===== config.mk =====
export PLATFORM = sky130hd
export DESIGN_NAME = hex_spiral_index_axial_convert
export DESIGN_NICKNAME = d
export VERILOG_FILES = /design/src/rtl/hsc_pkg.sv /design/src/rtl/hex_spiral_index_axial_convert.sv
export SDC_FILE = /design/constraint.sdc
export NUM_CORES = 2
export LEC_CHECK = 0
export ABC_CLOCK_PERIOD_IN_PS = 54900
export BUFFER_PORTS_ARGS = -buffer_cell sky130_fd_sc_hd__buf_2
export CAP_MARGIN = 20
export CORE_MARGIN = 4
export CORE_UTILIZATION = 45
export CTS_CLUSTER_SIZE = 16
export DETAILED_ROUTE_END_ITERATION = 10
export GPL_ROUTABILITY_DRIVEN = 0
export GPL_TIMING_DRIVEN = 0
export SLEW_MARGIN = 20
export SYNTH_ARGS = -nofsm -noshare
export SYNTH_HDL_FRONTEND = slang
export SYNTH_SLANG_ARGS = --single-unit

===== constraint.sdc =====
create_clock -name clk -period 54.9 [get_ports clk]
set_input_delay 10.98 -clock clk [delete_from_list [all_inputs] [get_ports clk]]
set_output_delay 10.98 -clock clk [all_outputs]
set_load 0.005 [all_outputs]

===== src/rtl/hsc_pkg.sv =====
`timescale 1ns / 1ps
// ----------------------------------------------------------------------------
// hsc_pkg
// Types and constants shared by the hexagonal spiral index converter.
// ----------------------------------------------------------------------------
package hsc_pkg;

    localparam int INDEX_W   = 22;
    localparam int COORD_W   = 11;
    localparam int RING_W    = 10;
    localparam int WIDE_W    = 14;
    localparam int ABS_W     = 13;

    localparam logic [RING_W-1:0]  MAX_RING   = 10'd1023;
    localparam logic [INDEX_W-1:0] INDEX_LIMIT = 22'd3142656;

    localparam logic FUNC_TO_COORD = 1'b0;
    localparam logic FUNC_TO_INDEX = 1'b1;

    typedef struct packed {
        logic                      func;
        logic                      ioor;
        logic                      izero;
        logic [INDEX_W-1:0]        idx;
        logic [RING_W-1:0]         r0;
        logic signed [WIDE_W-1:0]  cu;
        logic signed [WIDE_W-1:0]  cv;
    } srch_t;

endpackage


===== src/rtl/hex_spiral_index_axial_convert.sv =====
`timescale 1ns / 1ps
// ----------------------------------------------------------------------------
// hex_spiral_index_axial_convert
// Spiral cell index to axial coordinates and back on a hexagonal grid.
// ----------------------------------------------------------------------------
// Each beat converts one way, chosen by func, and produces one result beat.
// The block is a 16 stage pipeline that takes a new beat every cycle unless
// the output stalls, and each result comes from a registered output; the
// ring of an index is found by a ten stage bit-by-bit search, one ring bit per
// stage. An output stall while a result is valid freezes the whole pipeline.
// The clockwise register must only be written while no beat is in flight.
module hex_spiral_index_axial_convert
    import hsc_pkg::*;
(
    input  logic                      clk,
    input  logic                      rst_n,
    input  logic                      cfg_wr_en,
    input  logic                      cfg_wr_data,
    input  logic                      in_valid,
    output logic                      in_stall,
    input  logic                      func,
    input  logic [INDEX_W-1:0]        index_in,
    input  logic signed [COORD_W-1:0] u_in,
    input  logic signed [COORD_W-1:0] v_in,
    output logic                      out_valid,
    input  logic                      out_stall,
    output logic [INDEX_W-1:0]        index_out,
    output logic signed [COORD_W-1:0] u_out,
    output logic signed [COORD_W-1:0] v_out,
    output logic [RING_W-1:0]         ring,
    output logic                      out_of_range
);

    localparam int N_STG = RING_W + 6;

    logic               clockwise_reg;
    logic [N_STG-1:0]   vld_reg;
    logic               en;
    srch_t              srch_reg [0:RING_W];

    assign en        = !vld_reg[N_STG-1] || !out_stall;
    assign in_stall  = !en;
    assign out_valid = vld_reg[N_STG-1];

    always_ff @(posedge clk or negedge rst_n)
    begin
        if (!rst_n)
        begin
            clockwise_reg <= 1'b0;
        end
        else if (cfg_wr_en)
        begin
            clockwise_reg <= cfg_wr_data;
        end
    end

    always_ff @(posedge clk or negedge rst_n)
    begin
        if (!rst_n)
        begin
            vld_reg <= '0;
        end
        else if (en)
        begin
            vld_reg <= {vld_reg[N_STG-2:0], in_valid};
        end
    end

    // Input stage: range check of the index and mirroring of the coordinates.
    srch_t in_next;
    always_comb
    begin
        logic signed [WIDE_W-1:0] u_w;
        logic signed [WIDE_W-1:0] v_w;
        u_w = WIDE_W'(u_in);
        v_w = WIDE_W'(v_in);
        in_next.func  = func;
        in_next.idx   = index_in;
        in_next.ioor  = index_in > INDEX_LIMIT;
        in_next.izero = index_in == '0;
        in_next.r0    = '0;
        if (clockwise_reg)
        begin
            in_next.cu = u_w + v_w;
            in_next.cv = -v_w;
        end
        else
        begin
            in_next.cu = u_w;
            in_next.cv = v_w;
        end
    end

    always_ff @(posedge clk)
    begin
        if (en)
        begin
            srch_reg[0] <= in_next;
        end
    end

    // Ring search: r0 is the largest value with 3*r0*(r0+1) below the index.
    for (genvar k = 0; k < RING_W; k++)
    begin : g_srch
        localparam int B = RING_W - 1 - k;
        srch_t srch_next;
        always_comb
        begin
            logic [RING_W-1:0]    cand;
            logic [RING_W:0]      cand_p1;
            logic [2*RING_W:0]    prod;
            logic [INDEX_W:0]     prod3;
            cand    = srch_reg[k].r0 | (RING_W'(1) << B);
            cand_p1 = {1'b0, cand} + (RING_W+1)'(1);
            prod    = (2*RING_W+1)'(cand) * (2*RING_W+1)'(cand_p1);
            prod3   = (INDEX_W+1)'({prod, 1'b0}) + (INDEX_W+1)'(prod);
            srch_next = srch_reg[k];
            if (prod3 < {1'b0, srch_reg[k].idx})
            begin
                srch_next.r0 = cand;
            end
        end
        always_ff @(posedge clk)
        begin
            if (en)
            begin
                srch_reg[k+1] <= srch_next;
            end
        end
    end

    // Stage P1: ring base of the index; absolute values of the coordinates.
    logic                      p1_func_reg, p1_ioor_reg, p1_izero_reg;
    logic [INDEX_W-1:0]        p1_idx_reg, p1_base_reg;
    logic [RING_W-1:0]         p1_r_reg;
    logic signed [WIDE_W-1:0]  p1_u_reg, p1_v_reg, p1_upv_reg;
    logic [ABS_W-1:0]          p1_au_reg, p1_av_reg, p1_aupv_reg;

    logic [INDEX_W-1:0]        p1_base_next;
    logic signed [WIDE_W-1:0]  p1_upv_next;
    always_comb
    begin
        logic [RING_W:0]      r0_p1;
        logic [2*RING_W:0]    prod;
        r0_p1        = {1'b0, srch_reg[RING_W].r0} + (RING_W+1)'(1);
        prod         = (2*RING_W+1)'(srch_reg[RING_W].r0) * (2*RING_W+1)'(r0_p1);
        p1_base_next = INDEX_W'({prod, 1'b0}) + INDEX_W'(prod);
        p1_upv_next  = srch_reg[RING_W].cu + srch_reg[RING_W].cv;
    end

    always_ff @(posedge clk)
    begin
        if (en)
        begin
            p1_func_reg  <= srch_reg[RING_W].func;
            p1_ioor_reg  <= srch_reg[RING_W].ioor;
            p1_izero_reg <= srch_reg[RING_W].izero;
            p1_idx_reg   <= srch_reg[RING_W].idx;
            p1_r_reg     <= srch_reg[RING_W].r0 + RING_W'(1);
            p1_base_reg  <= p1_base_next;
            p1_u_reg     <= srch_reg[RING_W].cu;
            p1_v_reg     <= srch_reg[RING_W].cv;
            p1_upv_reg   <= p1_upv_next;
            p1_au_reg    <= srch_reg[RING_W].cu[WIDE_W-1] ?
                            ABS_W'(-srch_reg[RING_W].cu) : ABS_W'(srch_reg[RING_W].cu);
            p1_av_reg    <= srch_reg[RING_W].cv[WIDE_W-1] ?
                            ABS_W'(-srch_reg[RING_W].cv) : ABS_W'(srch_reg[RING_W].cv);
            p1_aupv_reg  <= p1_upv_next[WIDE_W-1] ?
                            ABS_W'(-p1_upv_next) : ABS_W'(p1_upv_next);
        end
    end

    // Stage P2: offset inside the ring and its segment bounds; coordinate ring.
    logic                      p2_func_reg, p2_ioor_reg, p2_izero_reg;
    logic [ABS_W-1:0]          p2_off_reg, p2_m3_reg, p2_m5_reg;
    logic [RING_W-1:0]         p2_r_reg;
    logic signed [WIDE_W-1:0]  p2_u_reg, p2_v_reg, p2_upv_reg;
    logic [ABS_W-1:0]          p2_cr_reg;
    logic                      p2_coor_reg, p2_czero_reg;

    logic [ABS_W-1:0]          p2_cr_next;
    logic [INDEX_W-1:0]        p2_off_next;
    always_comb
    begin
        p2_cr_next = p1_au_reg;
        if (p1_av_reg > p2_cr_next)
        begin
            p2_cr_next = p1_av_reg;
        end
        if (p1_aupv_reg > p2_cr_next)
        begin
            p2_cr_next = p1_aupv_reg;
        end
        p2_off_next = p1_idx_reg - p1_base_reg - INDEX_W'(1);
    end

    always_ff @(posedge clk)
    begin
        if (en)
        begin
            p2_func_reg  <= p1_func_reg;
            p2_ioor_reg  <= p1_ioor_reg;
            p2_izero_reg <= p1_izero_reg;
            p2_off_reg   <= p2_off_next[ABS_W-1:0];
            p2_r_reg     <= p1_r_reg;
            p2_m3_reg    <= ABS_W'({p1_r_reg, 1'b0}) + ABS_W'(p1_r_reg);
            p2_m5_reg    <= ABS_W'({p1_r_reg, 2'b0}) + ABS_W'(p1_r_reg);
            p2_u_reg     <= p1_u_reg;
            p2_v_reg     <= p1_v_reg;
            p2_upv_reg   <= p1_upv_reg;
            p2_cr_reg    <= p2_cr_next;
            p2_coor_reg  <= p2_cr_next > ABS_W'(MAX_RING);
            p2_czero_reg <= p2_cr_next == '0;
        end
    end

    // Stage P3: segment and run in both directions.
    logic                      p3_func_reg, p3_ioor_reg, p3_izero_reg;
    logic [2:0]                p3_seg_reg, p3_cseg_reg;
    logic [RING_W-1:0]         p3_run_reg, p3_crun_reg, p3_r_reg, p3_cr_reg;
    logic [2*RING_W-1:0]       p3_rr_reg;
    logic                      p3_coor_reg, p3_czero_reg;

    logic [2:0]                seg_next, cseg_next;
    logic [ABS_W-1:0]          run_next;
    logic signed [WIDE_W-1:0]  crun_next;
    logic [RING_W-1:0]         cr10;
    always_comb
    begin
        logic [ABS_W-1:0]         m1, m2, m4;
        logic signed [WIDE_W-1:0] rs;
        m1 = ABS_W'(p2_r_reg);
        m2 = ABS_W'({p2_r_reg, 1'b0});
        m4 = ABS_W'({p2_r_reg, 2'b0});
        priority if (p2_off_reg >= p2_m5_reg)
        begin
            seg_next = 3'd5; run_next = p2_off_reg - p2_m5_reg;
        end
        else if (p2_off_reg >= m4)
        begin
            seg_next = 3'd4; run_next = p2_off_reg - m4;
        end
        else if (p2_off_reg >= p2_m3_reg)
        begin
            seg_next = 3'd3; run_next = p2_off_reg - p2_m3_reg;
        end
        else if (p2_off_reg >= m2)
        begin
            seg_next = 3'd2; run_next = p2_off_reg - m2;
        end
        else if (p2_off_reg >= m1)
        begin
            seg_next = 3'd1; run_next = p2_off_reg - m1;
        end
        else
        begin
            seg_next = 3'd0; run_next = p2_off_reg;
        end

        rs   = WIDE_W'(p2_cr_reg);
        cr10 = p2_cr_reg[RING_W-1:0];
        priority if (p2_upv_reg == rs && p2_v_reg != rs)
        begin
            cseg_next = 3'd0; crun_next = p2_v_reg;
        end
        else if (p2_v_reg == rs && p2_u_reg != -rs)
        begin
            cseg_next = 3'd1; crun_next = -p2_u_reg;
        end
        else if (p2_u_reg == -rs && p2_upv_reg != -rs)
        begin
            cseg_next = 3'd2; crun_next = rs - p2_v_reg;
        end
        else if (p2_upv_reg == -rs && p2_v_reg != -rs)
        begin
            cseg_next = 3'd3; crun_next = -p2_v_reg;
        end
        else if (p2_v_reg == -rs && p2_u_reg != rs)
        begin
            cseg_next = 3'd4; crun_next = p2_u_reg;
        end
        else
        begin
            cseg_next = 3'd5; crun_next = rs + p2_v_reg;
        end
    end

    always_ff @(posedge clk)
    begin
        if (en)
        begin
            p3_func_reg  <= p2_func_reg;
            p3_ioor_reg  <= p2_ioor_reg;
            p3_izero_reg <= p2_izero_reg;
            p3_seg_reg   <= seg_next;
            p3_run_reg   <= run_next[RING_W-1:0];
            p3_r_reg     <= p2_r_reg;
            p3_cseg_reg  <= cseg_next;
            p3_crun_reg  <= crun_next[RING_W-1:0];
            p3_cr_reg    <= cr10;
            p3_rr_reg    <= (2*RING_W)'(cr10) * (2*RING_W)'(cr10 - RING_W'(1));
            p3_coor_reg  <= p2_coor_reg;
            p3_czero_reg <= p2_czero_reg;
        end
    end

    // Stage P4: coordinates of the index; index of the coordinates.
    logic                      p4_func_reg, p4_ioor_reg, p4_izero_reg;
    logic signed [WIDE_W-1:0]  p4_u_reg, p4_v_reg;
    logic [RING_W-1:0]         p4_r_reg, p4_cr_reg;
    logic [INDEX_W-1:0]        p4_cidx_reg;
    logic                      p4_coor_reg, p4_czero_reg;

    logic signed [WIDE_W-1:0]  u_next, v_next;
    logic [INDEX_W-1:0]        cidx_next;
    always_comb
    begin
        logic signed [WIDE_W-1:0] r;
        logic signed [WIDE_W-1:0] k;
        logic signed [WIDE_W-1:0] u;
        logic signed [WIDE_W-1:0] v;
        r = WIDE_W'(p3_r_reg);
        k = WIDE_W'(p3_run_reg);
        unique case (p3_seg_reg)
            3'd0:    begin u = r - k; v = k;     end
            3'd1:    begin u = -k;    v = r;     end
            3'd2:    begin u = -r;    v = r - k; end
            3'd3:    begin u = k - r; v = -k;    end
            3'd4:    begin u = k;     v = -r;    end
            default: begin u = r;     v = k - r; end
        endcase
        if (clockwise_reg)
        begin
            u_next = u + v;
            v_next = -v;
        end
        else
        begin
            u_next = u;
            v_next = v;
        end
        cidx_next = INDEX_W'({p3_rr_reg, 1'b0}) + INDEX_W'(p3_rr_reg) + INDEX_W'(1)
                  + INDEX_W'(p3_cseg_reg) * INDEX_W'(p3_cr_reg) + INDEX_W'(p3_crun_reg);
    end

    always_ff @(posedge clk)
    begin
        if (en)
        begin
            p4_func_reg  <= p3_func_reg;
            p4_ioor_reg  <= p3_ioor_reg;
            p4_izero_reg <= p3_izero_reg;
            p4_u_reg     <= u_next;
            p4_v_reg     <= v_next;
            p4_r_reg     <= p3_r_reg;
            p4_cr_reg    <= p3_cr_reg;
            p4_cidx_reg  <= cidx_next;
            p4_coor_reg  <= p3_coor_reg;
            p4_czero_reg <= p3_czero_reg;
        end
    end

    // Output register: select the direction, clear fields on a range error.
    logic [INDEX_W-1:0]        index_out_reg;
    logic signed [COORD_W-1:0] u_out_reg, v_out_reg;
    logic [RING_W-1:0]         ring_reg;
    logic                      oor_reg;

    always_ff @(posedge clk)
    begin
        if (en)
        begin
            index_out_reg <= '0;
            u_out_reg     <= '0;
            v_out_reg     <= '0;
            ring_reg      <= '0;
            oor_reg       <= 1'b0;
            if (p4_func_reg == FUNC_TO_INDEX)
            begin
                if (p4_coor_reg)
                begin
                    oor_reg <= 1'b1;
                end
                else if (!p4_czero_reg)
                begin
                    index_out_reg <= p4_cidx_reg;
                    ring_reg      <= p4_cr_reg;
                end
            end
            else
            begin
                if (p4_ioor_reg)
                begin
                    oor_reg <= 1'b1;
                end
                else if (!p4_izero_reg)
                begin
                    u_out_reg <= p4_u_reg[COORD_W-1:0];
                    v_out_reg <= p4_v_reg[COORD_W-1:0];
                    ring_reg  <= p4_r_reg;
                end
            end
        end
    end

    assign index_out    = index_out_reg;
    assign u_out        = u_out_reg;
    assign v_out        = v_out_reg;
    assign ring         = ring_reg;
    assign out_of_range = oor_reg;

endmodule


==> results.cfg <==
[synth]
synthArstFlopShare = 0.0164
synth_cell_types = 96
synth-edff-count = 1017
synth_flop_cell = edfxtp_1
synthMostInstantiatedCell = edfxtp_1
syn_area_mm2 = 0.0722
seq_area_frac_synth = 0.429
ys_warn_count = 0
ys_ff_latch = 1034
synthTopCellsByCount = 1017 x edfxtp_1, 907 x ha_1, 851 x inv_1
syn_nets = 7614
syn_inst = 6316
netlist.area_leader.share = 0.423
synth_top_area_cell = edfxtp_1
avgSynthCellArea_um2 = 11.4
synthTopCellsByArea = edfxtp_1 42%, ha_1 16%, fa_1 9.4%

[grt]
overflow = 0
grt.met1_usage = 0.251
grt_max_degree = 58
grt_pass1_wl_um = 246000
top_usage_layer = met2
met2_usage = 0.301
grt_usage = 0.182
grt_pass1_vias = 46300
met3_usage = 0.0216
grt_antenna_before_repair = 5

[cells_and_area]
drive_gt1_frac = 0.0611
largest_reg_flops = 607
diodes = 0
nets = 7856
utilization = 0.500
synthToLayoutAreaGrowth_pct = 10.1

[critical_path]
cp_max_fo = 45
crit_arrival_ps = 12220
cp-start-kind = primary input
worstPathRequired_ps = 43920
end_kind = primary output
crit_type = in2out

[sta]
fin_crit_ps = 23200
drv_slew = 0
finalSetupViolCount = 0
hold_viol_final = 0
setup_tns_ps = 0
worst_pin_slew_ps = 1110
finalCritPeriodShare = 0.423
clock.fmax_ghz = 0.0431
relSlewSlack = 0.248
skew_ps = 85.3
rsz0062_at_grt = no

[die]
initial_core_util = 0.454
die-area_mm2 = 0.167
ios = 108
die_h_um = 409
core_mm2 = 0.159
row_count = 146
die_x_um = 409

[drt]
first_iter_violations = 2948
drc = 0
wl_um = 151000
first_pass_iters = 6
via_per_inst = 5.30
ant_nets = 0
wl_per_cell_um = 17.4
vias = 46200

[clock_network]
cts_tree = built
h-tree-depth = 3
cts-buffers-inserted = 111
clk_pin_slew_worst_paths_ps = 60
cts_root_buf = clkbuf_16
ctsHoldBuffers = 0
cts_sinks = 1034
cts_resized = 0
clk_path_buf_depth = 3
cts_setup_buffers = 0
clock_latency_ps = 770

[run]
cap_violations = 0

[place]
dp_hpwl_um = 119000
portBuffers = 107

[status]
status = completed

[min_path]
min_path_type = reg2reg
==> cell families after synthesis <==
| family | synth area share |
|---|---|
| muxes | 0.0141 |
| DFF | 0.429 |
| adders and majority gates | 0.251 |
| other | 0.0000519 |
| buffers and inverters | 0.0513 |
| xor gates and xnor gates | 0.0598 |
| AOI/OAI and AO/OA | 0.0962 |
| and+or+nand+nor | 0.0983 |
==> path summary, 6_finish.rpt <==
| check | end | cells after the start | from | slack, ps |
|---|---|---|---|---|
| hold / removal | p2_v_reg[13] | 0 | p1_v_reg[13] | 400 |
| hold reg to reg | p2_v_reg[13] | 0 | p1_v_reg[13] | 400 |
| setup reg to reg | srch_reg[10][28] | 34 | srch_reg[9][30] | 44910 |
| setup / recovery | in_stall | 5 | out_stall | 31700 |
| max in group asynchronous | vld_reg[0] | 1 | rst_n | 44490 |
| min in group asynchronous | vld_reg[14] | 1 | rst_n | 10140 |
==> cell type report <==
| cell class | instances | area (µm²) |
|---|---|---|
| Fill cell | 14100 | 79400 |
| Multi-Input combinational cell | 4305 | 37600 |
| Sequential cell | 1034 | 31000 |
| Inverter | 860 | 3230 |
| Clock buffer | 129 | 2850 |
| Tap cell | 2072 | 2590 |
| Timing Repair Buffer | 129 | 1070 |
| Clock inverter | 68 | 801 |
| Buffer | 117 | 477 |
==> stage by stage <==
stage / instances / hold WS (ps) / setup WS, ps / cell area [µm²]
final: 8714 / 397 / 31700 / 79500
after global routing: 8714 / 390 / 31570 / 79500
after CTS: 8714 / 384 / 31660 / 79500
after detailed placement: 8517 / 405 / 31660 / 75900
after global placement: 8495 / 400 / -5850 / 75300
after floorplan: 6316 / 400 / 3920 / 72200
==> critical path, stage by stage <==
cell	delay (ps)
buf_2	100
nand2_1	270
clkbuf_4	640
inv_1	80
buf_2	140
==> placed cells by master (no fill, tap or decap), types with 15 or more instances in the layout <==
cell type,n
edfxtp_1,1017
ha_1,907
inv_1,851
xnor2_1,345
fa_1,340
nand2_1,328
nor2_1,308
a21oi_1,280
o21ai_0,224
nor2b_1,161
xor2_1,143
nor3_1,117
clkbuf_1,115
buf_2,113
a21o_1,111
clkbuf_16,111
nand3_1,94
nand2b_1,92
and2_1,86
o21a_1,69
o21bai_1,49
mux2i_1,48
mux2_2,39
a31oi_1,36
and3_1,35
nand4_1,34
nor4_1,33
a21boi_0,31
or2_2,26
o31ai_1,25
o211ai_1,24
or3_1,24
a211oi_1,24
o22ai_1,19
clkinv_1,18
dfrtp_1,17
or4_1,15
==> per-layer routing <==
metal	part of all wire	wire, µm
met1	0.46	70200
met2	0.47	71000
met3	0.040	6030
met4	0.027	4020
met5	0	0
Power is not shown: default switching activity piles up to over one toggle a cycle in this logic, so the estimate is an artifact.
